## src/rtl/wss_pkg.sv

```systemverilog
// Shared types, widths and codes for the windowed sample statistics block.
// No dependencies; every other file in rtl/ imports this package.
`timescale 1ns / 1ps

package wss_pkg;

    // Field and accumulator widths
    localparam int SAMPLE_W    = 24;
    localparam int MAX_WLOG    = 16;
    localparam int WLOG_W      = 5;
    localparam int CNT_W       = MAX_WLOG + 1;
    localparam int SUM_W       = SAMPLE_W + MAX_WLOG;
    localparam int SQ_W        = 2 * SAMPLE_W - 1;
    localparam int SUMSQ_W     = SQ_W + MAX_WLOG;
    localparam int MAG_W       = SUM_W;
    localparam int HALF_W      = (MAG_W + 1) / 2;
    localparam int PROD_W      = 2 * HALF_W;
    localparam int ACC_W       = 2 * MAG_W;
    localparam int STAT_W      = 47;
    localparam int QUEUE_DEPTH = 2;

    localparam logic [WLOG_W-1:0] WLOG_RESET = WLOG_W'(10);

    localparam logic signed [SAMPLE_W-1:0] SAMPLE_MAX = {1'b0, {(SAMPLE_W-1){1'b1}}};
    localparam logic signed [SAMPLE_W-1:0] SAMPLE_MIN = {1'b1, {(SAMPLE_W-1){1'b0}}};
    // Negated maximum, the empty value of every running maximum
    localparam logic signed [SAMPLE_W-1:0] SAMPLE_NEG_MAX =
        {1'b1, {(SAMPLE_W-2){1'b0}}, 1'b1};
    localparam logic [STAT_W-1:0] STAT_MAX = {STAT_W{1'b1}};

    // Item codes
    localparam logic ACT_SAMPLE    = 1'b0;
    localparam logic ACT_SNAPSHOT  = 1'b1;
    localparam logic KIND_FULL     = 1'b0;
    localparam logic KIND_SNAPSHOT = 1'b1;

    typedef struct packed {
        logic                       action;
        logic signed [SAMPLE_W-1:0] sample;
    } t_in_item;

    typedef struct packed {
        logic                       kind;
        logic signed [SAMPLE_W-1:0] window_min;
        logic signed [SAMPLE_W-1:0] window_max;
        logic signed [SAMPLE_W-1:0] mean_value;
        logic [STAT_W-1:0]          mean_square;
        logic [STAT_W-1:0]          variance_value;
        logic signed [SAMPLE_W-1:0] overall_min;
        logic signed [SAMPLE_W-1:0] overall_max;
    } t_out_item;

    // One closed window or snapshot, handed from the front to the back
    typedef struct packed {
        logic                       kind;
        logic [WLOG_W-1:0]          wlog;
        logic [CNT_W-1:0]           cnt;
        logic signed [SUM_W-1:0]    sum;
        logic [SUMSQ_W-1:0]         sumsq;
        logic signed [SAMPLE_W-1:0] win_lo;
        logic signed [SAMPLE_W-1:0] win_hi;
        logic signed [SAMPLE_W-1:0] all_lo;
        logic signed [SAMPLE_W-1:0] all_hi;
    } t_entry;

    typedef enum logic [2:0] {
        BK_IDLE,
        BK_SQUARE,
        BK_SHIFT,
        BK_DIV_GO,
        BK_DIV_WAIT,
        BK_FINISH
    } t_back_state;

endpackage

```

## src/rtl/wss_queue.sv

```systemverilog
// Short queue of window records between the front and the back end.
// Register-based, depth QUEUE_DEPTH. Uses wss_pkg.
`timescale 1ns / 1ps

module wss_queue
    import wss_pkg::*;
(
    input  logic   i_clk,
    input  logic   i_rst_n,
    input  logic   i_push,
    input  t_entry i_entry,
    output logic   o_ready,
    output logic   o_valid,
    output t_entry o_entry,
    input  logic   i_pop
);

    localparam int PTR_W  = (QUEUE_DEPTH > 1) ? $clog2(QUEUE_DEPTH) : 1;
    localparam int FILL_W = $clog2(QUEUE_DEPTH + 1);

    t_entry            r_mem [QUEUE_DEPTH];
    logic [PTR_W-1:0]  r_wr_ptr, r_rd_ptr;
    logic [FILL_W-1:0] r_fill;
    logic              w_do_push, w_do_pop;

    assign o_ready   = (r_fill != FILL_W'(QUEUE_DEPTH));
    assign o_valid   = (r_fill != '0);
    assign o_entry   = r_mem[r_rd_ptr];
    assign w_do_push = i_push && o_ready;
    assign w_do_pop  = i_pop && o_valid;

    function automatic logic [PTR_W-1:0] ptr_next(input logic [PTR_W-1:0] ptr);
        ptr_next = (ptr == PTR_W'(QUEUE_DEPTH - 1)) ? '0 : ptr + PTR_W'(1);
    endfunction

    always_ff @(posedge i_clk) begin
        if (!i_rst_n) begin
            r_wr_ptr <= '0;
            r_rd_ptr <= '0;
            r_fill   <= '0;
        end else begin
            if (w_do_push) begin
                r_wr_ptr <= ptr_next(r_wr_ptr);
            end
            if (w_do_pop) begin
                r_rd_ptr <= ptr_next(r_rd_ptr);
            end
            if (w_do_push && !w_do_pop) begin
                r_fill <= r_fill + FILL_W'(1);
            end else if (w_do_pop && !w_do_push) begin
                r_fill <= r_fill - FILL_W'(1);
            end
        end
    end

    always_ff @(posedge i_clk) begin
        if (w_do_push) begin
            r_mem[r_wr_ptr] <= i_entry;
        end
    end

endmodule

```

## config.mk

```make
export PLATFORM = sky130hd
export DESIGN_NAME = wss_queue
export DESIGN_NICKNAME = d
export VERILOG_FILES = /design/src/rtl/wss_pkg.sv /design/src/rtl/wss_queue.sv
export SDC_FILE = /design/constraint.sdc
export NUM_CORES = 1
export LEC_CHECK = 0
export BUFFER_PORTS_ARGS = -buffer_cell sky130_fd_sc_hd__buf_2
export CORE_ASPECT_RATIO = 0.9
export CORE_MARGIN = 1.5
export CORE_UTILIZATION = 36
export DETAILED_ROUTE_END_ITERATION = 16
export PLACE_DENSITY = 0.66
export SLEW_MARGIN = 40
export SYNTH_ARGS = -nofsm -noshare
export SYNTH_HDL_FRONTEND = slang
export SYNTH_SLANG_ARGS = --single-unit
```

## constraint.sdc

```tcl
create_clock -name i_clk -period 9.05 [get_ports i_clk]
set_input_delay 0.4525 -clock i_clk [delete_from_list [all_inputs] [get_ports i_clk]]
set_output_delay 0.4525 -clock i_clk [all_outputs]
set_load 0.01 [all_outputs]
```

# Word level (Yosys, flattened, before mapping)
# Memory sizes are Yosys's and may differ from the RTL's. A register that Yosys moved wholly into a read port is not among the register bits.
# Index checks and enable logic that the tools add are counted.
[totals]
regBits = 4
ram_bits = 444
input_bits = 226
elab_cells = 25
memories = 1
[classes]
addsub = 4
eq_ne = 1
muxes = 8
n_reduce_logical = 8
[mem_list]
columns = ["memory", "words", "word_bits", "rd", "rd_ports_with_merged_regs", "wr", "line_no", "source"]
rows = [
  ["r_mem", 2, 222, 1, 1, 1, "wss_queue.sv:21", "t_entry r_mem [QUEUE_DEPTH];"],
]
[op_table]
columns = ["cell", "count"]
rows = [
  ["two-way mux 1 bit", 6],
  ["logical AND 1 bit", 4],
  ["two-way mux 2 bit", 2],
  ["nonzero test 2 bit", 2],
  ["adder 1 bit, second input constant", 2],
  ["adder 2 x 1 -> 2 bit, second input constant", 1],
  ["zero test 1 bit", 2],
  ["inequality test 2 bit, second input constant", 1],
  ["subtractor 2 x 1 -> 2 bit, second input constant", 1],
]

# Depth between registers and ports, before layout
[logic_depth]
word_depth = 6
ltp_mapped = 6

# Least setup slack after synthesis
# No wires, ideal clock.
[synth_timing]
kind = "register to register"
start = "register r_fill[0]"
end = "memory r_mem[1][0] in the netlist's numbering, enable pin"
arrival_time_ns = 5.678
slack_ns = 2.760
stages_incl_launch_ff = 3
cell_sequence = "dfxtp_1 -> nand2b_4 -> and3_1"
[synth_between]
elab_chain_cells = 4
[synth_rtl]
columns = ["element", "line_no", "source"]
rows = [
  ["start, declared", "wss_queue.sv:23", "logic [FILL_W-1:0] r_fill;"],
  ["start signal, assigned", "wss_queue.sv:49", "r_fill <= r_fill + FILL_W'(1);"],
  ["start signal, assigned", "wss_queue.sv:51", "r_fill <= r_fill - FILL_W'(1);"],
  ["inequality test 2 bit", "wss_queue.sv:26", "assign o_ready = (r_fill != FILL_W'(QUEUE_DEPTH));"],
  ["net o_ready", "wss_queue.sv:12", "output logic o_ready,"],
  ["logical AND 1 bit", "wss_queue.sv:29", "assign w_do_push = i_push && o_ready;"],
  ["two-way mux 1 bit", "wss_queue.sv:57", "if (w_do_push) begin"],
  ["two-way mux 1 bit (implied by the code)", "wss_queue.sv:58", "r_mem[r_wr_ptr] <= i_entry;"],
  ["end, declared", "wss_queue.sv:21", ""],
]
# The timed path passes the listed nets, and every way through them passes these cells.

==> flow_summary.toml <==
[run_status]
status = "completed"

[sta]
worst_slew_pin_slew_ps = 734
fin_crit_sh_pct = 34.6
final_max_slew_viol_count = 0
min_period_ps = 3140
setup_viol = 0
rsz0062_at_grt = "false"
finalSetupTns_ps = 0
clock_skew_ps = 12.9
fmax_mhz = 319
maxSlewHeadroom_pct = 51.1
hold_viol = 0
whs_ps = 84.9

[placed_design]
place_area_mm2 = 0.0199
io_buffers = 449
gp_congestion = 0.756
place_inst = 1764
dp_hpwl_um = 22300

[cells_and_area]
stdcell_area_mm2 = 0.0213
nFillCells = 4055
post-route-util_pct = 45.7
drive_gt1_share_pct = 60.7
fin_cells = 1846
nNetsFinal = 1423
area.growth.synth_to_final_pct = 25.1

[logic_synthesis]
synth_most_common_cell = "edfxtp_1"
synthSimpleGateAreaFrac_pct = 0.382
synth_compound_area_share_pct = 0.205
synth.avg_cell_area_um2 = 23.9
ys_top_cells_by_area = "edfxtp_1 (78%), mux2_4 (16%), mux2_2 (2.8%)"
synth_area_mm2 = 0.0171
synth_edf_count = 444
synth_nets = 942
ys_ff_latch = 449
synth_top_cell_area_share_pct = 78.2
muxShareOfSynthArea_pct = 18.6
ys_seq_area_share_pct = 78.8
synth_top_family_by_area = "multiplexers"
synth_cell_type_count = 23
ys.flop_type = "edfxtp_1"
yosys-top-cells-count = "edfxtp_1 (444), mux2_4 (180), mux2_2 (42)"
synth_fa_ha_area_share_pct = 0.0734
ys_async_sr_fraction_pct = 0
yosysWarnings = 0
synth-xor-area-share_pct = 0.154
yosysTopAreaCell = "edfxtp_1"
syn-instance-count = 715

[detailed_routing]
via_count = 8208
drt-initial-drc-count = 301
routed_wl_um = 33600
avgViaCountPerCell = 4.45
drtAntennaViolNets = 0
dr.pass1.iters = 4
drc = 0
avgRoutedWirePerCell_um = 18.2

[setup_path]
critPathSlowestCell = "dfxtp_4"
cp_top_family = "buffers and inverters"
cp-start-kind = "flop"
path_cells = "buf_12 > buf_6 > mux2_2 > buf_2"
worst-setup-path-type = "flop to primary output"
cp_slowest_stage_delay_ps = 650
path_buf_inv = 3
critPathRequiredTime_ps = 8600
arrival_ps = 2680
end_kind = "primary output"
cp_max_fo = 54

[die]
fp.dieH_um = 209
initial_utilization_pct = 36.5
die_w_um = 232
rows = 75
dieArea_mm2 = 0.0487
core_area_mm2 = 0.0467
ios = 450

[clocking]
cts_setup_buffers = 0
cts_made_buffers = 46
insertion_delay_ps = 560
cts_tree = "built"
cts_sinks = 449
post_cts_resize_count = 0
clk_path_buf_depth = 3
cts_hold_buf = 0
cts_root_buf = "clkbuf_16"
clkTransAtPathRegs_ps = 60
h-tree-depth = 2

[power]
peakVddDrop_v = 0.000201
p_leak_nw = 8.21
power-per-cell-area_mw_per_mm2 = 280

[global_routing]
track_usage_pct = 13.4
grt_pass1_wl_um = 49800
grt_overflow = 0
grt_max_degree = 88
grt_pass1_vias = 8619
antenna_found_initial = 5

[job]
maxCapViolCount = 0

[worst_hold_path]
hp-class = "input pin to flop"
[worst reg2reg max path, stage by stage (launching register included)]
cell and delay (ps):
dfxtp_1 420, nand2b_4 190, and3_4 580, buf_4 620
buf_6 610
[cell type report]
class,instances,area (um2),area share [%]
Inverter,1,11.3,0.0528
Clock inverter,17,140,0.657
Timing Repair Buffer,458,2380,11.1
Sequential cell,449,13400,63.0
Clock buffer,63,1280,5.99
Tap cell,616,771,3.61
Antenna cell,2,5.00,0.0235
Multi-Input combinational cell,240,3320,15.6
[final timing paths]
| check | from | endpoint | slack, ps | depth (start not counted) |
|---|---|---|---|---|
| setup / recovery | flop | o_entry[201] | 5910 | 4 |
| hold reg to reg | r_fill[1] | r_fill[1] | 580 | 2 |
| setup reg to reg | r_fill[0] | r_mem[1][44] | 6170 | 4 |
| hold / removal | i_entry[109] | r_mem[0][109] | 80 | 1 |
[per-stage QoR]
| stage | total power [mW] | worst slack [ps] |
|---|---|---|
| after floorplan | 3.83 | 2760 |
| after global placement | 4.25 | 5940 |
| after detailed placement | 4.28 | 6130 |
| after CTS | 6.08 | 5830 |
| after global routing | 6.25 | 5740 |
| final | 5.99 | 5910 |
[state kept, by name (all words and copies together), names as in the netlist, named ones only]
name / flops
r_fill: 2
r_rd_ptr: 1
r_mem: 444
r_wr_ptr: 1
[cells by family (layout without fill, tap and decap cells)]
| logic type | Yosys count | count (layout) |
|---|---|---|
| AOI/OAI and AO/OA | 5 | 5 |
| DFF | 449 | 449 |
| muxes | 222 | 222 |
| adders and majority gates | 1 | 1 |
| buffers and inverters | 26 | 539 |
| xor gates and xnor gates | 3 | 3 |
| other | 0 | 2 |
| and+or+nand+nor | 9 | 9 |
[layer usage]
layer	routed length, um	vias to the layer above	global-route usage (%)
met4	792	8	4.48
met3	3530	61	5.75
met1	13100	4007	15.8
li1	-	3820	-
met2	16100	312	22.0
met5	57	-	0
[power breakdown]
| group | internal (mW) | leakage, nW | total [mW] | switching [mW] |
|---|---|---|---|---|
| Sequential | 2.60 | 4.19 | 2.68 | 0.0826 |
| Combinational | 0.767 | 3.33 | 1.52 | 0.756 |
| Clock | 1.04 | 0.687 | 1.78 | 0.737 |
[layout by cell type (no fill, tap or decap), drive strengths merged]
cell type	synthesis	routed
buf	25	458
edfxtp	444	444
mux2	222	222
clkbuf	0	63
clkinv	0	11
dfxtp	5	5
and2	4	4
inv	1	3
diode	0	2
xnor2	2	2
clkinvlp	0	2
bufinv	0	2
o21ai	2	2
a21boi	2	2
nand2b	1	1
or2	1	1
and3	1	1
nand3b	1	1
a21bo	1	1
xor2	1	1
or3	1	1
ha	1	1
(Power assumes the default switching activity.)
