File: src/rtl/wss_pkg.sv
// Shared types, widths and codes for the windowed sample statistics block.
// No dependencies; every other file in rtl/ imports this package.
`timescale 1ns / 1ps

package wss_pkg;

    // Field and accumulator widths
    localparam int SAMPLE_W    = 24;
    localparam int MAX_WLOG    = 16;
    localparam int WLOG_W      = 5;
    localparam int CNT_W       = MAX_WLOG + 1;
    localparam int SUM_W       = SAMPLE_W + MAX_WLOG;
    localparam int SQ_W        = 2 * SAMPLE_W - 1;
    localparam int SUMSQ_W     = SQ_W + MAX_WLOG;
    localparam int MAG_W       = SUM_W;
    localparam int HALF_W      = (MAG_W + 1) / 2;
    localparam int PROD_W      = 2 * HALF_W;
    localparam int ACC_W       = 2 * MAG_W;
    localparam int STAT_W      = 47;
    localparam int QUEUE_DEPTH = 2;

    localparam logic [WLOG_W-1:0] WLOG_RESET = WLOG_W'(10);

    localparam logic signed [SAMPLE_W-1:0] SAMPLE_MAX = {1'b0, {(SAMPLE_W-1){1'b1}}};
    localparam logic signed [SAMPLE_W-1:0] SAMPLE_MIN = {1'b1, {(SAMPLE_W-1){1'b0}}};
    // Negated maximum, the empty value of every running maximum
    localparam logic signed [SAMPLE_W-1:0] SAMPLE_NEG_MAX =
        {1'b1, {(SAMPLE_W-2){1'b0}}, 1'b1};
    localparam logic [STAT_W-1:0] STAT_MAX = {STAT_W{1'b1}};

    // Item codes
    localparam logic ACT_SAMPLE    = 1'b0;
    localparam logic ACT_SNAPSHOT  = 1'b1;
    localparam logic KIND_FULL     = 1'b0;
    localparam logic KIND_SNAPSHOT = 1'b1;

    typedef struct packed {
        logic                       action;
        logic signed [SAMPLE_W-1:0] sample;
    } t_in_item;

    typedef struct packed {
        logic                       kind;
        logic signed [SAMPLE_W-1:0] window_min;
        logic signed [SAMPLE_W-1:0] window_max;
        logic signed [SAMPLE_W-1:0] mean_value;
        logic [STAT_W-1:0]          mean_square;
        logic [STAT_W-1:0]          variance_value;
        logic signed [SAMPLE_W-1:0] overall_min;
        logic signed [SAMPLE_W-1:0] overall_max;
    } t_out_item;

    // One closed window or snapshot, handed from the front to the back
    typedef struct packed {
        logic                       kind;
        logic [WLOG_W-1:0]          wlog;
        logic [CNT_W-1:0]           cnt;
        logic signed [SUM_W-1:0]    sum;
        logic [SUMSQ_W-1:0]         sumsq;
        logic signed [SAMPLE_W-1:0] win_lo;
        logic signed [SAMPLE_W-1:0] win_hi;
        logic signed [SAMPLE_W-1:0] all_lo;
        logic signed [SAMPLE_W-1:0] all_hi;
    } t_entry;

    typedef enum logic [2:0] {
        BK_IDLE,
        BK_SQUARE,
        BK_SHIFT,
        BK_DIV_GO,
        BK_DIV_WAIT,
        BK_FINISH
    } t_back_state;

endpackage

File: src/rtl/wss_front.sv
// Front end: registers and squares each sample, then accumulates the window.
// Pushes a closed window or snapshot record into the queue. Uses wss_pkg.
`timescale 1ns / 1ps

module wss_front
    import wss_pkg::*;
(
    input  logic              i_clk,
    input  logic              i_rst_n,
    input  logic [WLOG_W-1:0] i_wlog,
    input  logic              i_in_valid,
    output logic              o_in_ready,
    input  t_in_item          i_in_item,
    output logic              o_push,
    output t_entry            o_entry,
    input  logic              i_queue_ready
);

    logic                        r_s1_valid, n_s1_valid;
    logic                        r_s1_action;
    logic signed [SAMPLE_W-1:0]  r_s1_sample;
    logic [SQ_W-1:0]             r_s1_square;
    logic signed [2*SAMPLE_W-1:0] w_square;

    logic [CNT_W-1:0]            r_cnt, n_cnt;
    logic signed [SUM_W-1:0]     r_sum, n_sum;
    logic [SUMSQ_W-1:0]          r_sumsq, n_sumsq;
    logic signed [SAMPLE_W-1:0]  r_win_lo, n_win_lo, r_win_hi, n_win_hi;
    logic signed [SAMPLE_W-1:0]  r_all_lo, n_all_lo, r_all_hi, n_all_hi;

    logic [CNT_W-1:0]            w_upd_cnt, w_threshold;
    logic signed [SUM_W-1:0]     w_sample_ext, w_upd_sum;
    logic [SUMSQ_W-1:0]          w_upd_sumsq;
    logic signed [SAMPLE_W-1:0]  w_upd_win_lo, w_upd_win_hi, w_upd_all_lo, w_upd_all_hi;
    logic                        w_is_snap, w_full, w_go, w_accept;

    assign w_square = i_in_item.sample * i_in_item.sample;
    assign w_accept = i_in_valid && o_in_ready;

    always_comb begin
        w_sample_ext = {{(SUM_W-SAMPLE_W){r_s1_sample[SAMPLE_W-1]}}, r_s1_sample};
        w_upd_cnt    = r_cnt + CNT_W'(1);
        w_threshold  = CNT_W'(1) << i_wlog;
        w_upd_sum    = r_sum + w_sample_ext;
        w_upd_sumsq  = r_sumsq + SUMSQ_W'(r_s1_square);
        w_upd_win_lo = (r_s1_sample < r_win_lo) ? r_s1_sample : r_win_lo;
        w_upd_win_hi = (r_s1_sample > r_win_hi) ? r_s1_sample : r_win_hi;
        w_upd_all_lo = (r_s1_sample < r_all_lo) ? r_s1_sample : r_all_lo;
        w_upd_all_hi = (r_s1_sample > r_all_hi) ? r_s1_sample : r_all_hi;

        w_is_snap  = (r_s1_action == ACT_SNAPSHOT);
        w_full     = (w_upd_cnt >= w_threshold);
        o_push     = r_s1_valid && (w_is_snap || w_full);
        w_go       = !o_push || i_queue_ready;
        o_in_ready = !r_s1_valid || w_go;

        // A snapshot reports the window as it stands; a full window includes this sample
        o_entry.wlog = i_wlog;
        if (w_is_snap) begin
            o_entry.kind   = KIND_SNAPSHOT;
            o_entry.cnt    = r_cnt;
            o_entry.sum    = r_sum;
            o_entry.sumsq  = r_sumsq;
            o_entry.win_lo = r_win_lo;
            o_entry.win_hi = r_win_hi;
            o_entry.all_lo = r_all_lo;
            o_entry.all_hi = r_all_hi;
        end else begin
            o_entry.kind   = KIND_FULL;
            o_entry.cnt    = w_upd_cnt;
            o_entry.sum    = w_upd_sum;
            o_entry.sumsq  = w_upd_sumsq;
            o_entry.win_lo = w_upd_win_lo;
            o_entry.win_hi = w_upd_win_hi;
            o_entry.all_lo = w_upd_all_lo;
            o_entry.all_hi = w_upd_all_hi;
        end

        n_cnt    = r_cnt;
        n_sum    = r_sum;
        n_sumsq  = r_sumsq;
        n_win_lo = r_win_lo;
        n_win_hi = r_win_hi;
        n_all_lo = r_all_lo;
        n_all_hi = r_all_hi;
        if (r_s1_valid && w_go && !w_is_snap) begin
            n_all_lo = w_upd_all_lo;
            n_all_hi = w_upd_all_hi;
            if (w_full) begin
                n_cnt    = '0;
                n_sum    = '0;
                n_sumsq  = '0;
                n_win_lo = SAMPLE_MAX;
                n_win_hi = SAMPLE_NEG_MAX;
            end else begin
                n_cnt    = w_upd_cnt;
                n_sum    = w_upd_sum;
                n_sumsq  = w_upd_sumsq;
                n_win_lo = w_upd_win_lo;
                n_win_hi = w_upd_win_hi;
            end
        end

        if (w_accept) begin
            n_s1_valid = 1'b1;
        end else if (w_go) begin
            n_s1_valid = 1'b0;
        end else begin
            n_s1_valid = r_s1_valid;
        end
    end

    always_ff @(posedge i_clk) begin
        if (!i_rst_n) begin
            r_s1_valid <= 1'b0;
            r_cnt      <= '0;
            r_sum      <= '0;
            r_sumsq    <= '0;
            r_win_lo   <= SAMPLE_MAX;
            r_win_hi   <= SAMPLE_NEG_MAX;
            r_all_lo   <= SAMPLE_MAX;
            r_all_hi   <= SAMPLE_NEG_MAX;
        end else begin
            r_s1_valid <= n_s1_valid;
            r_cnt      <= n_cnt;
            r_sum      <= n_sum;
            r_sumsq    <= n_sumsq;
            r_win_lo   <= n_win_lo;
            r_win_hi   <= n_win_hi;
            r_all_lo   <= n_all_lo;
            r_all_hi   <= n_all_hi;
        end
    end

    always_ff @(posedge i_clk) begin
        if (w_accept) begin
            r_s1_action <= i_in_item.action;
            r_s1_sample <= i_in_item.sample;
            r_s1_square <= w_square[SQ_W-1:0];
        end
    end

endmodule

File: config.mk
export PLATFORM = sky130hd
export DESIGN_NAME = wss_front
export DESIGN_NICKNAME = d
export VERILOG_FILES = /design/src/rtl/wss_pkg.sv /design/src/rtl/wss_front.sv
export SDC_FILE = /design/constraint.sdc
export NUM_CORES = 2
export LEC_CHECK = 0
export BUFFER_PORTS_ARGS = -buffer_cell sky130_fd_sc_hd__buf_2
export CORE_MARGIN = 2
export CORE_UTILIZATION = 40
export CTS_CLUSTER_SIZE = 14
export DETAILED_ROUTE_END_ITERATION = 10
export GPL_TIMING_DRIVEN = 0
export MAX_ROUTING_LAYER = met4
export PLACE_DENSITY_LB_ADDON = 0.15
export SYNTH_ARGS = -nofsm -noshare
export SYNTH_HDL_FRONTEND = slang
export SYNTH_SLANG_ARGS = --single-unit
export TNS_END_PERCENT = 100
File: constraint.sdc
create_clock -name i_clk -period 11.45 [get_ports i_clk]
set_input_delay 0.5725 -clock i_clk [delete_from_list [all_inputs] [get_ports i_clk]]
set_output_delay 0.5725 -clock i_clk [all_outputs]
set_load 0.005 [all_outputs]
[Word level (Yosys, flattened, before mapping)]
Cells that the tools add are included.
Operators by class
  reductions and logical operators: 11
  $mul: 1
  add/sub/neg operators: 3
  magnitude comparators: 5
  shifts and indexed selects: 1
  mux-type cells: 13
Operators by type and width (count)
  216-bit two-way mux: 1
  24-bit two-way mux: 6
  63-bit by 47-bit adder with 63-bit output: 1
  63-bit two-way mux: 1
  24-bit > comparator: 2
  24-bit < comparator: 2
  24-bit by 24-bit multiplier with 47-bit output: 1
  40-bit by 24-bit adder with 40-bit output: 1
  40-bit two-way mux: 1
  17-bit by 1-bit adder with 17-bit output (second input constant): 1
  17-bit greater-or-equal comparator: 1
  17-bit two-way mux: 1
  1-bit by 5-bit left shift with 17-bit output (first input constant): 1
  1-bit logical AND: 4
  1-bit logical NOT: 3
  1-bit logical OR: 3
  1-bit two-way mux: 3
  2-bit nonzero test: 1
Word-level totals
  flip-flop bits (word level): 289
  input bits: 34
  output and inout bits: 224
  logic and storage cells: 45

[Longest topological paths before layout]
  depth in word-level cells: 9
  depth in mapped cells: 28
  depth with buffers taken out: 27

[Least setup slack after synthesis]
OpenSTA, ideal clock, no wires.
  kind: input to register
  start: input i_in_item[20] in the netlist's numbering
  end: register r_s1_square[45], data pin
  arrival time: 7346 ps
  setup slack: 3842 ps
  data required time: 11187 ps
  buffers on the path: 2
  stages on the path: 27
  library setup time: 263 ps
  path through: clkbuf_1 -> clkbuf_1 -> nand2_1 -> fa_1 -> inv_1 -> fa_1 -> fa_1 -> inv_1 -> fa_1 -> inv_1 -> fa_1 -> fa_1 -> inv_1 -> fa_1 -> inv_1 -> ha_1 -> a21oi_1 -> o21a_1 -> o21ai_0 -> a2111oi_0 -> a31oi_1 -> o41ai_2 -> o21ai_1 -> a21oi_1 -> o21ai_1 -> a311oi_1 -> xnor2_1
On the way
  word-level cells in the longest chain between the ends: 1
RTL lines
  start: declaration: RTL line wss_front.sv:13  | input t_in_item i_in_item,
  24-bit by 24-bit multiplier with 47-bit output: RTL line wss_front.sv:37  | assign w_square = i_in_item.sample * i_in_item.sample;
  via w_square[45]: RTL line wss_front.sv:23  | logic signed [2*SAMPLE_W-1:0] w_square;
  end signal: assignment: RTL line wss_front.sv:139  | r_s1_square <= w_square[SQ_W-1:0];
  end: declaration: RTL line wss_front.sv:22  | logic [SQ_W-1:0] r_s1_square;
The timed path passes the listed nets, and every way through them passes these cells.
A chain may end at the register's enable or synchronous reset.

[Worst setup path after layout]
Ends and elaborated chain as after synthesis.

==> flow_summary.ini <==
[grt]
grt_usage_pct = 26.48
grt-ovfl-total = 0
grt_pass1_wl_um = 192800
antenna_found_initial = 8
grt_pass1_vias = 32030
grt_start_max_net_pins = 45

[cts]
path_clk_slew_ns = 0.06
clock-sinks = 287
cts_setup_buffers = 0
cts_tree = yes
cts_buffer_depth = 3
cts_root_buf = clkbuf_16
numCtsBuffers = 35
ctsHoldBuffers = 0
cts_htree_levels = 2
clk_latency_ns = 0.57
cts_resized = 0

[setup_path]
path_common_cell = fa_1
slowest_stage = clkbuf_1
r2r_cells = 20
worstReg2RegEnd = r_cnt[4]
endpoint_kind = register
critPathMaxStageDelay_ns = 0.62
worst_ep_required_time_ns = 11.74
path_class = input port to register
start_kind = input port
rrSetupSlack_ns = 4.62
rr_startpoint = r_cnt[0]
worstPathArrival_ns = 9.42
critPathMaxFanout = 10

[synth]
synth_area_mm2 = 0.03854
syn-num-nets = 5264
synth_top_area_cell = fa_1
synth_warnings = 0
synth_seq_area_share_pct = 16.73
yosys_register_bits = 287
synthCells = 4340
synth_edf_count = 70
syn_avg_cell_area_um2 = 8.879
synth_top_area_share_pct = 28.42
ys.flop_type = dfxtp_1
synthTopCellsByArea = fa_1, dfxtp_1, ha_1, inv_1, edfxtp_1
ys_types = 79
postSynth.asyncResetShare_pct = 0

[cells_and_area]
fill_cells = 9716
multi_input_area_mm2 = 0.02839
finalNetCount = 5559
fin_util_pct = 44.72
ff_latch_area_mm2 = 0.006446
area_growth_pct = 10.58
layout-drive-gt1-share_pct = 9.417

[timing]
period_share_pct = 79.80
setup_viol = 0
skew_ns = 0.02610
relSlewSlack_pct = 10.49
setup_tns_ns = 0
drv_slew = 0
period_minus_slack_ns = 9.137
rsz0062_at_grt = false
worstMarginPinSlew_ns = 1.343
finalHoldViolations = 0
maxClockFrequency_ghz = 0.1094

[die]
rows = 113
dieWidth_um = 314.4
die_h_um = 314.4
start_util_pct = 40.44
ios = 258
core_mm2 = 0.09529
die_area_mm2 = 0.09884

[routing]
drt_first_iter_violations = 1934
highest_layer = met4
drt-pass1-iter-count = 6
vias = 31060
viasPerCell = 5.238
drt_drc_violations_left = 0
route.antenna.remaining_nets = 0
dr_wl_met2_um = 59940
met1_length_um = 53870
totalWireLength_um = 125200
met3_length_um = 7536
wl_per_cell_um = 21.12

[placement]
dpl.hpwl_um = 99780
io_buffers = 257
globalplace.congestion = 0.9281

[hold_path]
hp-start = i_in_item[24]
hold_class = input port to register
hold_path_depth = 1
hold_path_end = r_s1_action

[outcome]
status = complete, no violations

[flow_run]
maxCapViolCount = 0
==> cell type report <==
cell class,count,share of cell area [%]
Antenna cell,2,0.01175
Buffer,196,1.841
Clock buffer,54,2.555
Clock inverter,10,0.1938
Inverter,776,6.836
Multi-Input combinational cell,3081,66.64
Sequential cell,287,15.13
Tap cell,1265,3.714
Timing Repair Buffer,258,3.083
==> registers in the layout (all words and copies together), names as in the netlist, 17 cells and up <==
name and count:
r_all_lo 24, r_win_lo 24, r_s1_square 45, r_all_hi 24, r_cnt 17, r_s1_sample 24
r_sumsq 63, r_win_hi 24, r_sum 40
==> stage by stage <==
step	setup WS (ns)	instance area, um^2	hold slack [ns]	cells
floorplan	3.842	38540	0.4347	4340
global placement	1.809	41400	0.4471	5862
detailed placement	1.844	41430	0.4578	5863
CTS	2.417	42610	0.1594	5927
global route	1.818	42610	0.1731	5929
finish	2.313	42610	0.1819	5929
==> worst max-delay path, delay by kind of cell <==
family          cells  cell delay [ns]
compound gates     10             2.55
simple gates        1             0.25
xor+xnor            1             0.15
fa+ha+maj           8             4.02
buf+inv             8             1.86
==> cell families after synthesis <==
family,after synthesis,synth area share (%)
buffers and inverters,972,9.594
DFF,287,16.73
AOI/OAI and AO/OA,845,13.95
adders and majority gates,890,39.55
xor gates and xnor gates,195,4.432
and+or+nand+nor,1064,13.22
muxes,87,2.520
==> how the worst max path moves through the flow <==
stage | from | cells after the start | slack (ns) | end
after floorplan | i_in_item[20] | 27 | 3.84 | r_s1_square[45]
after global placement | i_in_item[20] | 28 | 1.81 | r_s1_square[45]
after detailed placement | i_in_item[20] | 28 | 1.84 | r_s1_square[45]
after CTS | i_in_item[20] | 28 | 2.42 | r_s1_square[45]
after global routing | i_in_item[20] | 28 | 1.82 | r_s1_square[43]
final | i_in_item[20] | 28 | 2.31 | r_s1_square[45]
==> cells in the final DEF (no fill, tap or decap), types with 24 or more instances in the layout <==
cell and n:
a21o_1 126, a21oi_1 190, and2_1 107, and3_1 24
buf_2 272, clkbuf_1 172, clkbuf_16 36, dfxtp_1 217
edfxtp_1 70, fa_1 547, ha_1 343, inv_1 775
mux2_2 80, nand2_1 435, nand2b_1 27, nand3_1 69
nand4_1 46, nor2_1 157, nor2b_1 96, nor3_1 50
o21a_1 45, o21ai_0 261, xnor2_1 113, xor2_1 82
==> layer usage <==
layer  vias up  track usage (%)
li1      14650                -
met2       846            43.84
met1     15390            34.28
met4         0            7.262
met5         -                -
met3       173            3.208
==> cells in the mapped netlist (all sizes together) (5+ instances only) <==
cell type and instances:
nor3 50, a211o 9, a21boi 17, buf 30, o21bai 21, xor2 82
dfxtp 217, and4 8, ha 343, and3 24, nand2b 27, mux2 80
inv 776, o21ai 267, nand4 46, o31ai 10, nor2b 96, nand2 435
and2 108, a41oi 6, a311oi 5, a21oi 193, nand3b 9, a211oi 9
or3 11, mux2i 7, a31oi 20, clkbuf 166, nor2 157, o211ai 17
nor4 5, a221oi 7, a22oi 15, fa 547, o21a 45, nand3 69
or4 7, a21o 127, edfxtp 70, xnor2 113, a22o 23, o22a 23
Power is not shown: default switching activity piles up to over one toggle a cycle in this logic, so the estimate is an artifact.
