[src/rtl/wss_pkg.sv]
// Shared types, widths and codes for the windowed sample statistics block.
// No dependencies; every other file in rtl/ imports this package.
`timescale 1ns / 1ps

package wss_pkg;

    // Field and accumulator widths
    localparam int SAMPLE_W    = 24;
    localparam int MAX_WLOG    = 16;
    localparam int WLOG_W      = 5;
    localparam int CNT_W       = MAX_WLOG + 1;
    localparam int SUM_W       = SAMPLE_W + MAX_WLOG;
    localparam int SQ_W        = 2 * SAMPLE_W - 1;
    localparam int SUMSQ_W     = SQ_W + MAX_WLOG;
    localparam int MAG_W       = SUM_W;
    localparam int HALF_W      = (MAG_W + 1) / 2;
    localparam int PROD_W      = 2 * HALF_W;
    localparam int ACC_W       = 2 * MAG_W;
    localparam int STAT_W      = 47;
    localparam int QUEUE_DEPTH = 2;

    localparam logic [WLOG_W-1:0] WLOG_RESET = WLOG_W'(10);

    localparam logic signed [SAMPLE_W-1:0] SAMPLE_MAX = {1'b0, {(SAMPLE_W-1){1'b1}}};
    localparam logic signed [SAMPLE_W-1:0] SAMPLE_MIN = {1'b1, {(SAMPLE_W-1){1'b0}}};
    // Negated maximum, the empty value of every running maximum
    localparam logic signed [SAMPLE_W-1:0] SAMPLE_NEG_MAX =
        {1'b1, {(SAMPLE_W-2){1'b0}}, 1'b1};
    localparam logic [STAT_W-1:0] STAT_MAX = {STAT_W{1'b1}};

    // Item codes
    localparam logic ACT_SAMPLE    = 1'b0;
    localparam logic ACT_SNAPSHOT  = 1'b1;
    localparam logic KIND_FULL     = 1'b0;
    localparam logic KIND_SNAPSHOT = 1'b1;

    typedef struct packed {
        logic                       action;
        logic signed [SAMPLE_W-1:0] sample;
    } t_in_item;

    typedef struct packed {
        logic                       kind;
        logic signed [SAMPLE_W-1:0] window_min;
        logic signed [SAMPLE_W-1:0] window_max;
        logic signed [SAMPLE_W-1:0] mean_value;
        logic [STAT_W-1:0]          mean_square;
        logic [STAT_W-1:0]          variance_value;
        logic signed [SAMPLE_W-1:0] overall_min;
        logic signed [SAMPLE_W-1:0] overall_max;
    } t_out_item;

    // One closed window or snapshot, handed from the front to the back
    typedef struct packed {
        logic                       kind;
        logic [WLOG_W-1:0]          wlog;
        logic [CNT_W-1:0]           cnt;
        logic signed [SUM_W-1:0]    sum;
        logic [SUMSQ_W-1:0]         sumsq;
        logic signed [SAMPLE_W-1:0] win_lo;
        logic signed [SAMPLE_W-1:0] win_hi;
        logic signed [SAMPLE_W-1:0] all_lo;
        logic signed [SAMPLE_W-1:0] all_hi;
    } t_entry;

    typedef enum logic [2:0] {
        BK_IDLE,
        BK_SQUARE,
        BK_SHIFT,
        BK_DIV_GO,
        BK_DIV_WAIT,
        BK_FINISH
    } t_back_state;

endpackage

[src/rtl/wss_div.sv]
// Radix-2 restoring divider, one quotient bit per cycle.
// Divides by the window sample count. Uses wss_pkg.
`timescale 1ns / 1ps

module wss_div
    import wss_pkg::*;
(
    input  logic             i_clk,
    input  logic             i_rst_n,
    input  logic             i_start,
    input  logic [ACC_W-1:0] i_dividend,
    input  logic [CNT_W-1:0] i_divisor,
    output logic             o_done,
    output logic [ACC_W-1:0] o_quotient
);

    localparam int ITER_W = $clog2(ACC_W + 1);

    logic              r_busy, r_done;
    logic [ITER_W-1:0] r_left;
    logic [CNT_W-1:0]  r_rem, r_divisor;
    logic [ACC_W-1:0]  r_work;
    logic [CNT_W:0]    w_trial, w_diff;
    logic              w_fits;

    assign w_trial    = {r_rem, r_work[ACC_W-1]};
    assign w_fits     = (w_trial >= {1'b0, r_divisor});
    assign w_diff     = w_trial - {1'b0, r_divisor};
    assign o_done     = r_done;
    assign o_quotient = r_work;

    always_ff @(posedge i_clk) begin
        if (!i_rst_n) begin
            r_busy <= 1'b0;
            r_done <= 1'b0;
            r_left <= '0;
        end else begin
            r_done <= 1'b0;
            if (i_start) begin
                r_busy <= 1'b1;
                r_left <= ITER_W'(ACC_W);
            end else if (r_busy) begin
                r_left <= r_left - ITER_W'(1);
                if (r_left == ITER_W'(1)) begin
                    r_busy <= 1'b0;
                    r_done <= 1'b1;
                end
            end
        end
    end

    // Quotient bits shift in from the right as dividend bits leave at the left
    always_ff @(posedge i_clk) begin
        if (i_start) begin
            r_work    <= i_dividend;
            r_rem     <= '0;
            r_divisor <= i_divisor;
        end else if (r_busy) begin
            r_rem  <= w_fits ? w_diff[CNT_W-1:0] : w_trial[CNT_W-1:0];
            r_work <= {r_work[ACC_W-2:0], w_fits};
        end
    end

endmodule

[src/rtl/wss_back.sv]
// Back end: turns one window record into the figures of one result item.
// Squares the sum on a shared 20x20 multiplier, shifts or divides, saturates.
// Uses wss_pkg and wss_div.
`timescale 1ns / 1ps

module wss_back
    import wss_pkg::*;
(
    input  logic      i_clk,
    input  logic      i_rst_n,
    input  logic      i_q_valid,
    input  t_entry    i_q_entry,
    output logic      o_q_pop,
    output logic      o_out_valid,
    input  logic      i_out_ready,
    output t_out_item o_out_item
);

    localparam logic signed [SUM_W-1:0] MEAN_HI = SUM_W'(SAMPLE_MAX);
    localparam logic signed [SUM_W-1:0] MEAN_LO = SUM_W'(SAMPLE_MIN);

    t_back_state             r_state, n_state;
    logic [1:0]              r_step, n_step;
    t_entry                  r_ent, n_ent;
    logic [MAG_W-1:0]        r_mag, n_mag;
    logic [PROD_W-1:0]       r_prod, n_prod;
    logic [ACC_W-1:0]        r_acc, n_acc;
    logic signed [SUM_W-1:0] r_mean, n_mean;
    logic [SUMSQ_W-1:0]      r_ms, n_ms;
    logic [ACC_W-1:0]        r_term, n_term;
    logic                    r_out_valid, n_out_valid;
    t_out_item               r_out, n_out;

    logic [HALF_W-1:0]       w_mag_lo, w_mag_hi, w_mul_a, w_mul_b;
    logic [PROD_W-1:0]       w_mul;
    logic [ACC_W-1:0]        w_pp;
    logic [SUM_W-1:0]        w_q_sum, w_q_mag;
    logic signed [SUM_W-1:0] w_ent_sum;
    logic                    w_div_start, w_div_done;
    logic [ACC_W-1:0]        w_div_dividend, w_div_q;
    logic [ACC_W-1:0]        w_ms_ext, w_diff, w_var;
    logic                    w_out_free;

    wss_div u_div (
        .i_clk      (i_clk),
        .i_rst_n    (i_rst_n),
        .i_start    (w_div_start),
        .i_dividend (w_div_dividend),
        .i_divisor  (r_ent.cnt),
        .o_done     (w_div_done),
        .o_quotient (w_div_q)
    );

    assign w_mag_lo  = r_mag[HALF_W-1:0];
    assign w_mag_hi  = HALF_W'(r_mag >> HALF_W);
    assign w_mul     = w_mul_a * w_mul_b;
    assign w_q_sum   = i_q_entry.sum;
    assign w_ent_sum = r_ent.sum;
    assign w_q_mag   = w_div_q[SUM_W-1:0];
    assign w_ms_ext  = ACC_W'(r_ms);
    assign w_diff    = w_ms_ext - r_term;
    assign w_var     = (w_ms_ext >= r_term) ? w_diff : '0;
    assign w_out_free = !r_out_valid || i_out_ready;

    assign o_out_valid = r_out_valid;
    assign o_out_item  = r_out;

    always_comb begin
        // Partial products of the square: low*low, high*low (doubled), high*high
        unique case (r_step)
            2'd0: begin
                w_mul_a = w_mag_lo;
                w_mul_b = w_mag_lo;
                w_pp    = '0;
            end
            2'd1: begin
                w_mul_a = w_mag_hi;
                w_mul_b = w_mag_lo;
                w_pp    = ACC_W'(r_prod);
            end
            2'd2: begin
                w_mul_a = w_mag_hi;
                w_mul_b = w_mag_hi;
                w_pp    = ACC_W'(r_prod) << (HALF_W + 1);
            end
            default: begin
                w_mul_a = w_mag_hi;
                w_mul_b = w_mag_hi;
                w_pp    = ACC_W'(r_prod) << (2 * HALF_W);
            end
        endcase

        unique case (r_step)
            2'd0:    w_div_dividend = ACC_W'(r_mag);
            2'd1:    w_div_dividend = ACC_W'(r_ent.sumsq);
            2'd2:    w_div_dividend = r_acc;
            default: w_div_dividend = r_term;
        endcase
    end

    always_comb begin
        n_state     = r_state;
        n_step      = r_step;
        n_ent       = r_ent;
        n_mag       = r_mag;
        n_prod      = r_prod;
        n_acc       = r_acc;
        n_mean      = r_mean;
        n_ms        = r_ms;
        n_term      = r_term;
        n_out       = r_out;
        n_out_valid = r_out_valid && !i_out_ready;
        o_q_pop     = 1'b0;
        w_div_start = 1'b0;

        unique case (r_state)
            BK_IDLE: begin
                if (i_q_valid) begin
                    o_q_pop = 1'b1;
                    n_ent   = i_q_entry;
                    n_mag   = w_q_sum[SUM_W-1] ? (~w_q_sum + SUM_W'(1)) : w_q_sum;
                    n_acc   = '0;
                    n_step  = '0;
                    n_state = BK_SQUARE;
                end
            end
            BK_SQUARE: begin
                n_prod = w_mul;
                n_acc  = r_acc + w_pp;
                if (r_step == 2'd3) begin
                    n_step = '0;
                    if (r_ent.kind == KIND_FULL) begin
                        n_state = BK_SHIFT;
                    end else if (r_ent.cnt == '0) begin
                        // Empty window: mean, mean square and variance read zero
                        n_mean  = '0;
                        n_ms    = '0;
                        n_term  = '0;
                        n_state = BK_FINISH;
                    end else begin
                        n_state = BK_DIV_GO;
                    end
                end else begin
                    n_step = r_step + 2'd1;
                end
            end
            BK_SHIFT: begin
                n_mean  = w_ent_sum >>> r_ent.wlog;
                n_ms    = r_ent.sumsq >> r_ent.wlog;
                n_term  = r_acc >> {r_ent.wlog, 1'b0};
                n_state = BK_FINISH;
            end
            BK_DIV_GO: begin
                w_div_start = 1'b1;
                n_state     = BK_DIV_WAIT;
            end
            BK_DIV_WAIT: begin
                if (w_div_done) begin
                    unique case (r_step)
                        2'd0: n_mean = w_ent_sum[SUM_W-1] ? (~w_q_mag + SUM_W'(1)) : w_q_mag;
                        2'd1: n_ms   = w_div_q[SUMSQ_W-1:0];
                        default: n_term = w_div_q;
                    endcase
                    if (r_step == 2'd3) begin
                        n_state = BK_FINISH;
                    end else begin
                        n_step  = r_step + 2'd1;
                        n_state = BK_DIV_GO;
                    end
                end
            end
            BK_FINISH: begin
                if (w_out_free) begin
                    n_out_valid      = 1'b1;
                    n_out.kind       = r_ent.kind;
                    n_out.window_min = r_ent.win_lo;
                    n_out.window_max = r_ent.win_hi;
                    if (r_mean > MEAN_HI) begin
                        n_out.mean_value = SAMPLE_MAX;
                    end else if (r_mean < MEAN_LO) begin
                        n_out.mean_value = SAMPLE_MIN;
                    end else begin
                        n_out.mean_value = r_mean[SAMPLE_W-1:0];
                    end
                    n_out.mean_square    = (|r_ms[SUMSQ_W-1:STAT_W]) ? STAT_MAX
                                                                     : r_ms[STAT_W-1:0];
                    n_out.variance_value = (|w_var[ACC_W-1:STAT_W]) ? STAT_MAX
                                                                    : w_var[STAT_W-1:0];
                    n_out.overall_min    = r_ent.all_lo;
                    n_out.overall_max    = r_ent.all_hi;
                    n_state              = BK_IDLE;
                end
            end
            default: begin
                n_state = BK_IDLE;
            end
        endcase
    end

    always_ff @(posedge i_clk) begin
        if (!i_rst_n) begin
            r_state     <= BK_IDLE;
            r_step      <= '0;
            r_out_valid <= 1'b0;
        end else begin
            r_state     <= n_state;
            r_step      <= n_step;
            r_out_valid <= n_out_valid;
        end
    end

    always_ff @(posedge i_clk) begin
        r_ent  <= n_ent;
        r_mag  <= n_mag;
        r_prod <= n_prod;
        r_acc  <= n_acc;
        r_mean <= n_mean;
        r_ms   <= n_ms;
        r_term <= n_term;
        r_out  <= n_out;
    end

endmodule

[config.mk]
export PLATFORM = sky130hd
export DESIGN_NAME = wss_back
export DESIGN_NICKNAME = d
export VERILOG_FILES = /design/src/rtl/wss_pkg.sv /design/src/rtl/wss_div.sv /design/src/rtl/wss_back.sv
export SDC_FILE = /design/constraint.sdc
export NUM_CORES = 2
export LEC_CHECK = 0
export BUFFER_PORTS_ARGS = -buffer_cell sky130_fd_sc_hd__buf_4
export CORE_MARGIN = 4
export CORE_UTILIZATION = 50
export CTS_BUF_LIST = sky130_fd_sc_hd__clkbuf_16
export DETAILED_ROUTE_END_ITERATION = 6
export PLACE_DENSITY = 0.72
export SLEW_MARGIN = 20
export SYNTH_ARGS = -nofsm -noshare
export SYNTH_HDL_FRONTEND = slang
export SYNTH_SLANG_ARGS = --single-unit
export TNS_END_PERCENT = 50
[constraint.sdc]
create_clock -name i_clk -period 36.1 [get_ports i_clk]
set_clock_uncertainty 0.15 [all_clocks]
set_input_delay 0 -clock i_clk [delete_from_list [all_inputs] [get_ports i_clk]]
set_output_delay 0 -clock i_clk [all_outputs]
set_load 0.01 [all_outputs]
======== Word-level counts from Yosys, hierarchy flattened ========
Cells that the tools add are included.
storage, ports and cells
  register bits ........................... 909
  output and inout bits ................... 217
  logic and storage cells ................. 151
operators by class
  add/subtract/negate cells ............... 7
  $mul .................................... 1
  $lt $le $gt $ge ......................... 4
  equality and inequality tests ........... 19
  shift-type cells ........................ 3
  mux-type cells .......................... 55
  bitwise logic cells ..................... 4
  reductions and logical operators ........ 24
operators by type and width
  cell                   number
  $mux 80                9
  $pmux 80 s3            3
  $mux 63                5
  $mux 40                6
  $pmux 63 s3            1
  $pmux 80 s2            1
  $pmux 40 s3            1
  $add 40x1->40 const B  2
  $add 80x80->80         1
  $ge 63x80->1           1
  $not 40->40            2
  $shr 80x6->80          1
  $sub 63x80->80         1
  $shr 63x5->63          1
  $gt 40x24->1 const B   1
  $lt 40x24->1 const B   1
  $mul 20x20->40         1
  $mux 20                2
  $sshr 40x5->40         1
  $mux 39                1
  $reduce_or 33->1       1
  $mux 24                1
  $mux 3                 7
  $ge 18x17->1           1
  other kinds (32)       65

======== Logic depth before layout (Yosys ltp) ========
  depth after elaboration ................. 6
  mapped depth ............................ 36

======== By module ========
A second synthesis with hierarchy kept.
second synthesis, totals
  cells, all modules ...................... 6784
  area total of the unflattened synthesis .. 68460.7 um^2
modules (own cells, without submodules)
  module    times used  cells an instance  area an instance (um^2)
  wss_back  1           6329               62476.2
  wss_div   1           455                5984.5

======== Worst setup path after synthesis ========
Ideal clock, no wire load.
  path type ............................... register -> register
  from .................................... reg r_state[0]
  to ...................................... reg r_acc[0] (enable)
  library setup time ...................... 0.404 ns
  arrival ................................. 31.117 ns
  path slack .............................. 4.429 ns
  stages on the path, launching flop included .. 4
  buffers on the path ..................... 1
  cell sequence ........................... dfxtp_1 clkbuf_1 nor4b_1 or2_2
between the ends
  cells in the longest elaborated chain, start to end .. 3
ends and longest elaborated chain
  element                                                    line             text
  from (decl)                                                wss_back.sv:22   t_back_state r_state, n_state;
  from (signal assigned)                                     wss_back.sv:206  r_state <= n_state;
  $eq 3x1->1 or $logic_not 3->1 (tied branches)              wss_back.sv:116  unique case (r_state)
  $reduce_bool 2->1 (no line) or $ne 2x2->1 (tied branches)  --
  $reduce_and 2->1 (no line) *                               --
  to (signal assigned)                                       wss_back.sv:216  r_acc <= n_acc;
  to (decl)                                                  wss_back.sv:27   logic [ACC_W-1:0] r_acc, n_acc;
Mark *: on every way between the ends. The rest lies on a longest branch, timed or not.
A chain may end at the register's enable or synchronous reset.

======== Worst setup path after layout ========
  from .................................... reg r_step[1]
  to ...................................... reg r_prod[39], data pin
between the ends
  cells in the longest elaborated chain, start to end .. 4
ends and longest elaborated chain
  element                                        line             text
  from (decl)                                    wss_back.sv:23   logic [1:0] r_step, n_step;
  from (signal assigned)                         wss_back.sv:207  r_step <= n_step;
  $eq 2x1->1 or $logic_not 2->1 (tied branches)  wss_back.sv:70   unique case (r_step)
  $reduce_or 2->1 (no line)                      --
  $mux 20                                        wss_back.sv:70
  $mul 20x20->40 *                               wss_back.sv:56   assign w_mul = w_mul_a * w_mul_b;
  net w_mul[39]                                  wss_back.sv:35   logic [PROD_W-1:0] w_mul;
  to (signal assigned)                           wss_back.sv:215  r_prod <= n_prod;
  to (decl)                                      wss_back.sv:26   logic [PROD_W-1:0] r_prod, n_prod;
Mark *: on every way through the listed nets, which the timed path passes. The rest lies on a longest branch.

==> flow_metrics.tcl <==
set metrics [dict create \
    status "complete, but fails checks" \
    violations "DRC" \
    grt_pass1_vias 55700 \
    die-width_um 374 \
    grt_first_pass_wirelength_mm 359 \
    gp_congestion 1.04 \
    grt_max_degree 158 \
    route.detailed.drc 37 \
    worst_pin_slew_ps 1100 \
    dpl.hpwl_mm 181 \
    ys_dominant_reg_cell "edfxtp_1" \
    fillers 11000 \
    layout-drive-gt1-share_pct 13.3 \
    vias_per_cell 6.22 \
    endpoint_kind "flip-flop" \
    antenna_found_initial 14 \
    worstPathMaxFanout 66 \
    drt-initial-drc-count 7761 \
    clock_path_buffers 3 \
    arrival_ps 11010 \
    ys_ff_latch 908 \
    drt-total-wl_mm 245 \
    tritoncts.num_buffers 97 \
    synth_top_area_share_pct 39.3 \
    synth.net_count 7543 \
    track_usage_pct 34.0 \
    rows 134 \
    yosysUniqueCellTypes 88 \
    yosys.area.top_type "edfxtp_1" \
    crit_type "reg2reg" \
    cts_resized 0 \
    grt.overflow.total 0 \
    final_hold_viol_count 0 \
    ant_nets 0 \
    drv_slew 0 \
    die_area_mm2 0.140 \
    nets 8233 \
    path_buf_inv 7 \
    ys_top_cells_by_area "edfxtp_1 39%, fa_1 9.7%, ha_1 5.9%" \
    syn_avg_cell_area_um2 10.0 \
    crit_family "adder cells" \
    slew_headroom_pct 26.3 \
    fmax_mhz 93.6 \
    setup-tns-final_ps 0 \
    htreeDepth 3 \
    start_util_pct 50.3 \
    synth_common_cells "876 x edfxtp_1, 873 x nand2_1, 733 x nor2_1" \
    cts_tree "built" \
    cts_root_buf "clkbuf_16" \
    syn_to_final_growth_pct 18.9 \
    io_pins 443 \
    crit_path_top_delay_cell "o31ai_1" \
    cp_data_required_time_ps 36420 \
    slowest_delay_ps 820 \
    ys_seq_area_share_pct 40.2 \
    hold_class "in2reg" \
    synth_area_mm2 0.0670 \
    setup-violations-final 0 \
    fin_crit_sh_pct 29.6 \
    max-cap-violations 0 \
    ys_warn_count 0 \
    vias 57400 \
    synth_edf_count 876 \
    die_h_um 374 \
    core_mm2 0.133 \
    synthArstFlopShare_pct 0 \
    io_buffers 442 \
    clk_latency_ps 750 \
    rsz0062_at_grt "false" \
    wire_per_inst_um 26.5 \
    dr.pass1.iters 7 \
    cpMostUsedCell "fa_1" \
    clk_pin_slew_worst_paths_ps 70 \
    worstSetupStartpointType "flip-flop" \
    cts.sinks 908 \
    syn_inst 6677 \
    synth_most_common_cell "edfxtp_1" \
    cts_setup_buffers 0 \
    fin_crit_ps 10680 \
]
layer usage:
| metal | vias to the layer above | track usage (%) | routed length (um) |
|---|---|---|---|
| met2 | 3578 | 51.1 | 107000 |
| met4 | 6 | 16.0 | 13400 |
| met3 | 661 | 8.71 | 30100 |
| met5 | - | 0 | 35 |
| met1 | 27900 | 46.3 | 94800 |
| li1 | 25200 | - | - |
per-stage QoR:
stage	hold slack [ps]	setup WS [ps]	std cells	util, %	area [um^2]
3_5_place_dp	29.3	25350	8588	54.0	71900
5_1_grt	50.1	24920	9214	59.8	79700
2_1_floorplan	-51.1	4430	6677	-	67000
6_report	44.4	25420	9221	59.8	79700
3_3_place_gp	28.1	25580	8588	54.0	71900
4_1_cts	4.23	25310	9213	59.7	79600
worst paths after layout:
kind	startpoint	to	slack, ps	cells past startpoint
worst max-delay path	r_step[1]$_SDFFE_PN0P_	r_prod[39]$_DFFE_PP_	25420	31
worst min-delay path	i_q_entry[176]	r_mag[17]$_DFFE_PP_	40	3
worst max register to register	r_step[1]$_SDFFE_PN0P_	r_prod[39]$_DFFE_PP_	25420	31
worst min register to register	r_ent[41]$_DFFE_PP_	o_out_item[41]$_DFFE_PP_	270	0
repair_timing:
action,CTS,global route
endpoints found under the setup margin,0,0
endpoints found under the hold margin,347,0
hold buffers,448,0
worst reg2reg max path, delay by kind of cell, from the launching register on:
kind / cells / cell delay [ps]
xor gates and xnor gates: 1 / 90
adders and majority gates: 9 / 4040
and+or+nand+nor: 3 / 470
DFF: 1 / 390
muxes: 1 / 810
AOI/OAI and AO/OA: 10 / 3330
buffers and inverters: 7 / 1170
layout make-up:
type                       instances  area (um^2)  share of cell area (%)
antenna                            8         20.0                  0.0251
clock buffer                      98         2450                    3.08
clock inverter                    79          783                   0.983
inverter                         495         1870                    2.34
multi-input combinational       4887        36900                    46.3
sequential                       908        26900                    33.8
tap                             1768         2210                    2.78
timing repair buffer             978         8490                    10.7
kinds of logic after synthesis:
group,share of synthesized area (%)
and+or+nand+nor,13.8
AOI/OAI and AO/OA,14.7
DFF,40.2
buffers and inverters,4.99
adders and majority gates,15.6
muxes,7.44
xor gates and xnor gates,3.35
flip-flops by register name, summed over array words and instances (netlist names):
signal,count
r_mean,40
r_mag,39
u_div.r_left,7
r_step,2
u_div.r_rem,17
r_ent,182
r_term,80
r_state,3
r_prod,40
u_div.r_divisor,17
w_ent_sum,40
r_acc,80
o_out_valid,1
u_div.o_quotient,80
u_div.o_done,1
u_div.r_busy,1
r_ms,63
o_out_item,215
cells in the final DEF (no fill, tap or decap), drive strengths merged, types with 35 or more instances in the layout:
| cell type | n |
|---|---|
| a222oi | 41 |
| o221ai | 40 |
| o21a | 82 |
| or2 | 71 |
| nor3 | 63 |
| a22o | 49 |
| clkbuf | 98 |
| dlygate4sd3 | 448 |
| inv | 516 |
| buf | 530 |
| nand3 | 41 |
| a21oi | 389 |
| clkinv | 42 |
| nor2 | 733 |
| o21bai | 35 |
| nand2b | 41 |
| mux4 | 109 |
| mux2i | 172 |
| o21ai | 404 |
| ha | 317 |
| fa | 323 |
| mux2 | 72 |
| a21o | 123 |
| nand4 | 46 |
| and2 | 63 |
| a211oi | 51 |
| nor2b | 49 |
| edfxtp | 876 |
| nand2 | 873 |
| xnor2 | 146 |
| a31oi | 41 |
| xor2 | 110 |
Power is not shown: default switching activity piles up to over one toggle a cycle in this logic, so the estimate is an artifact.
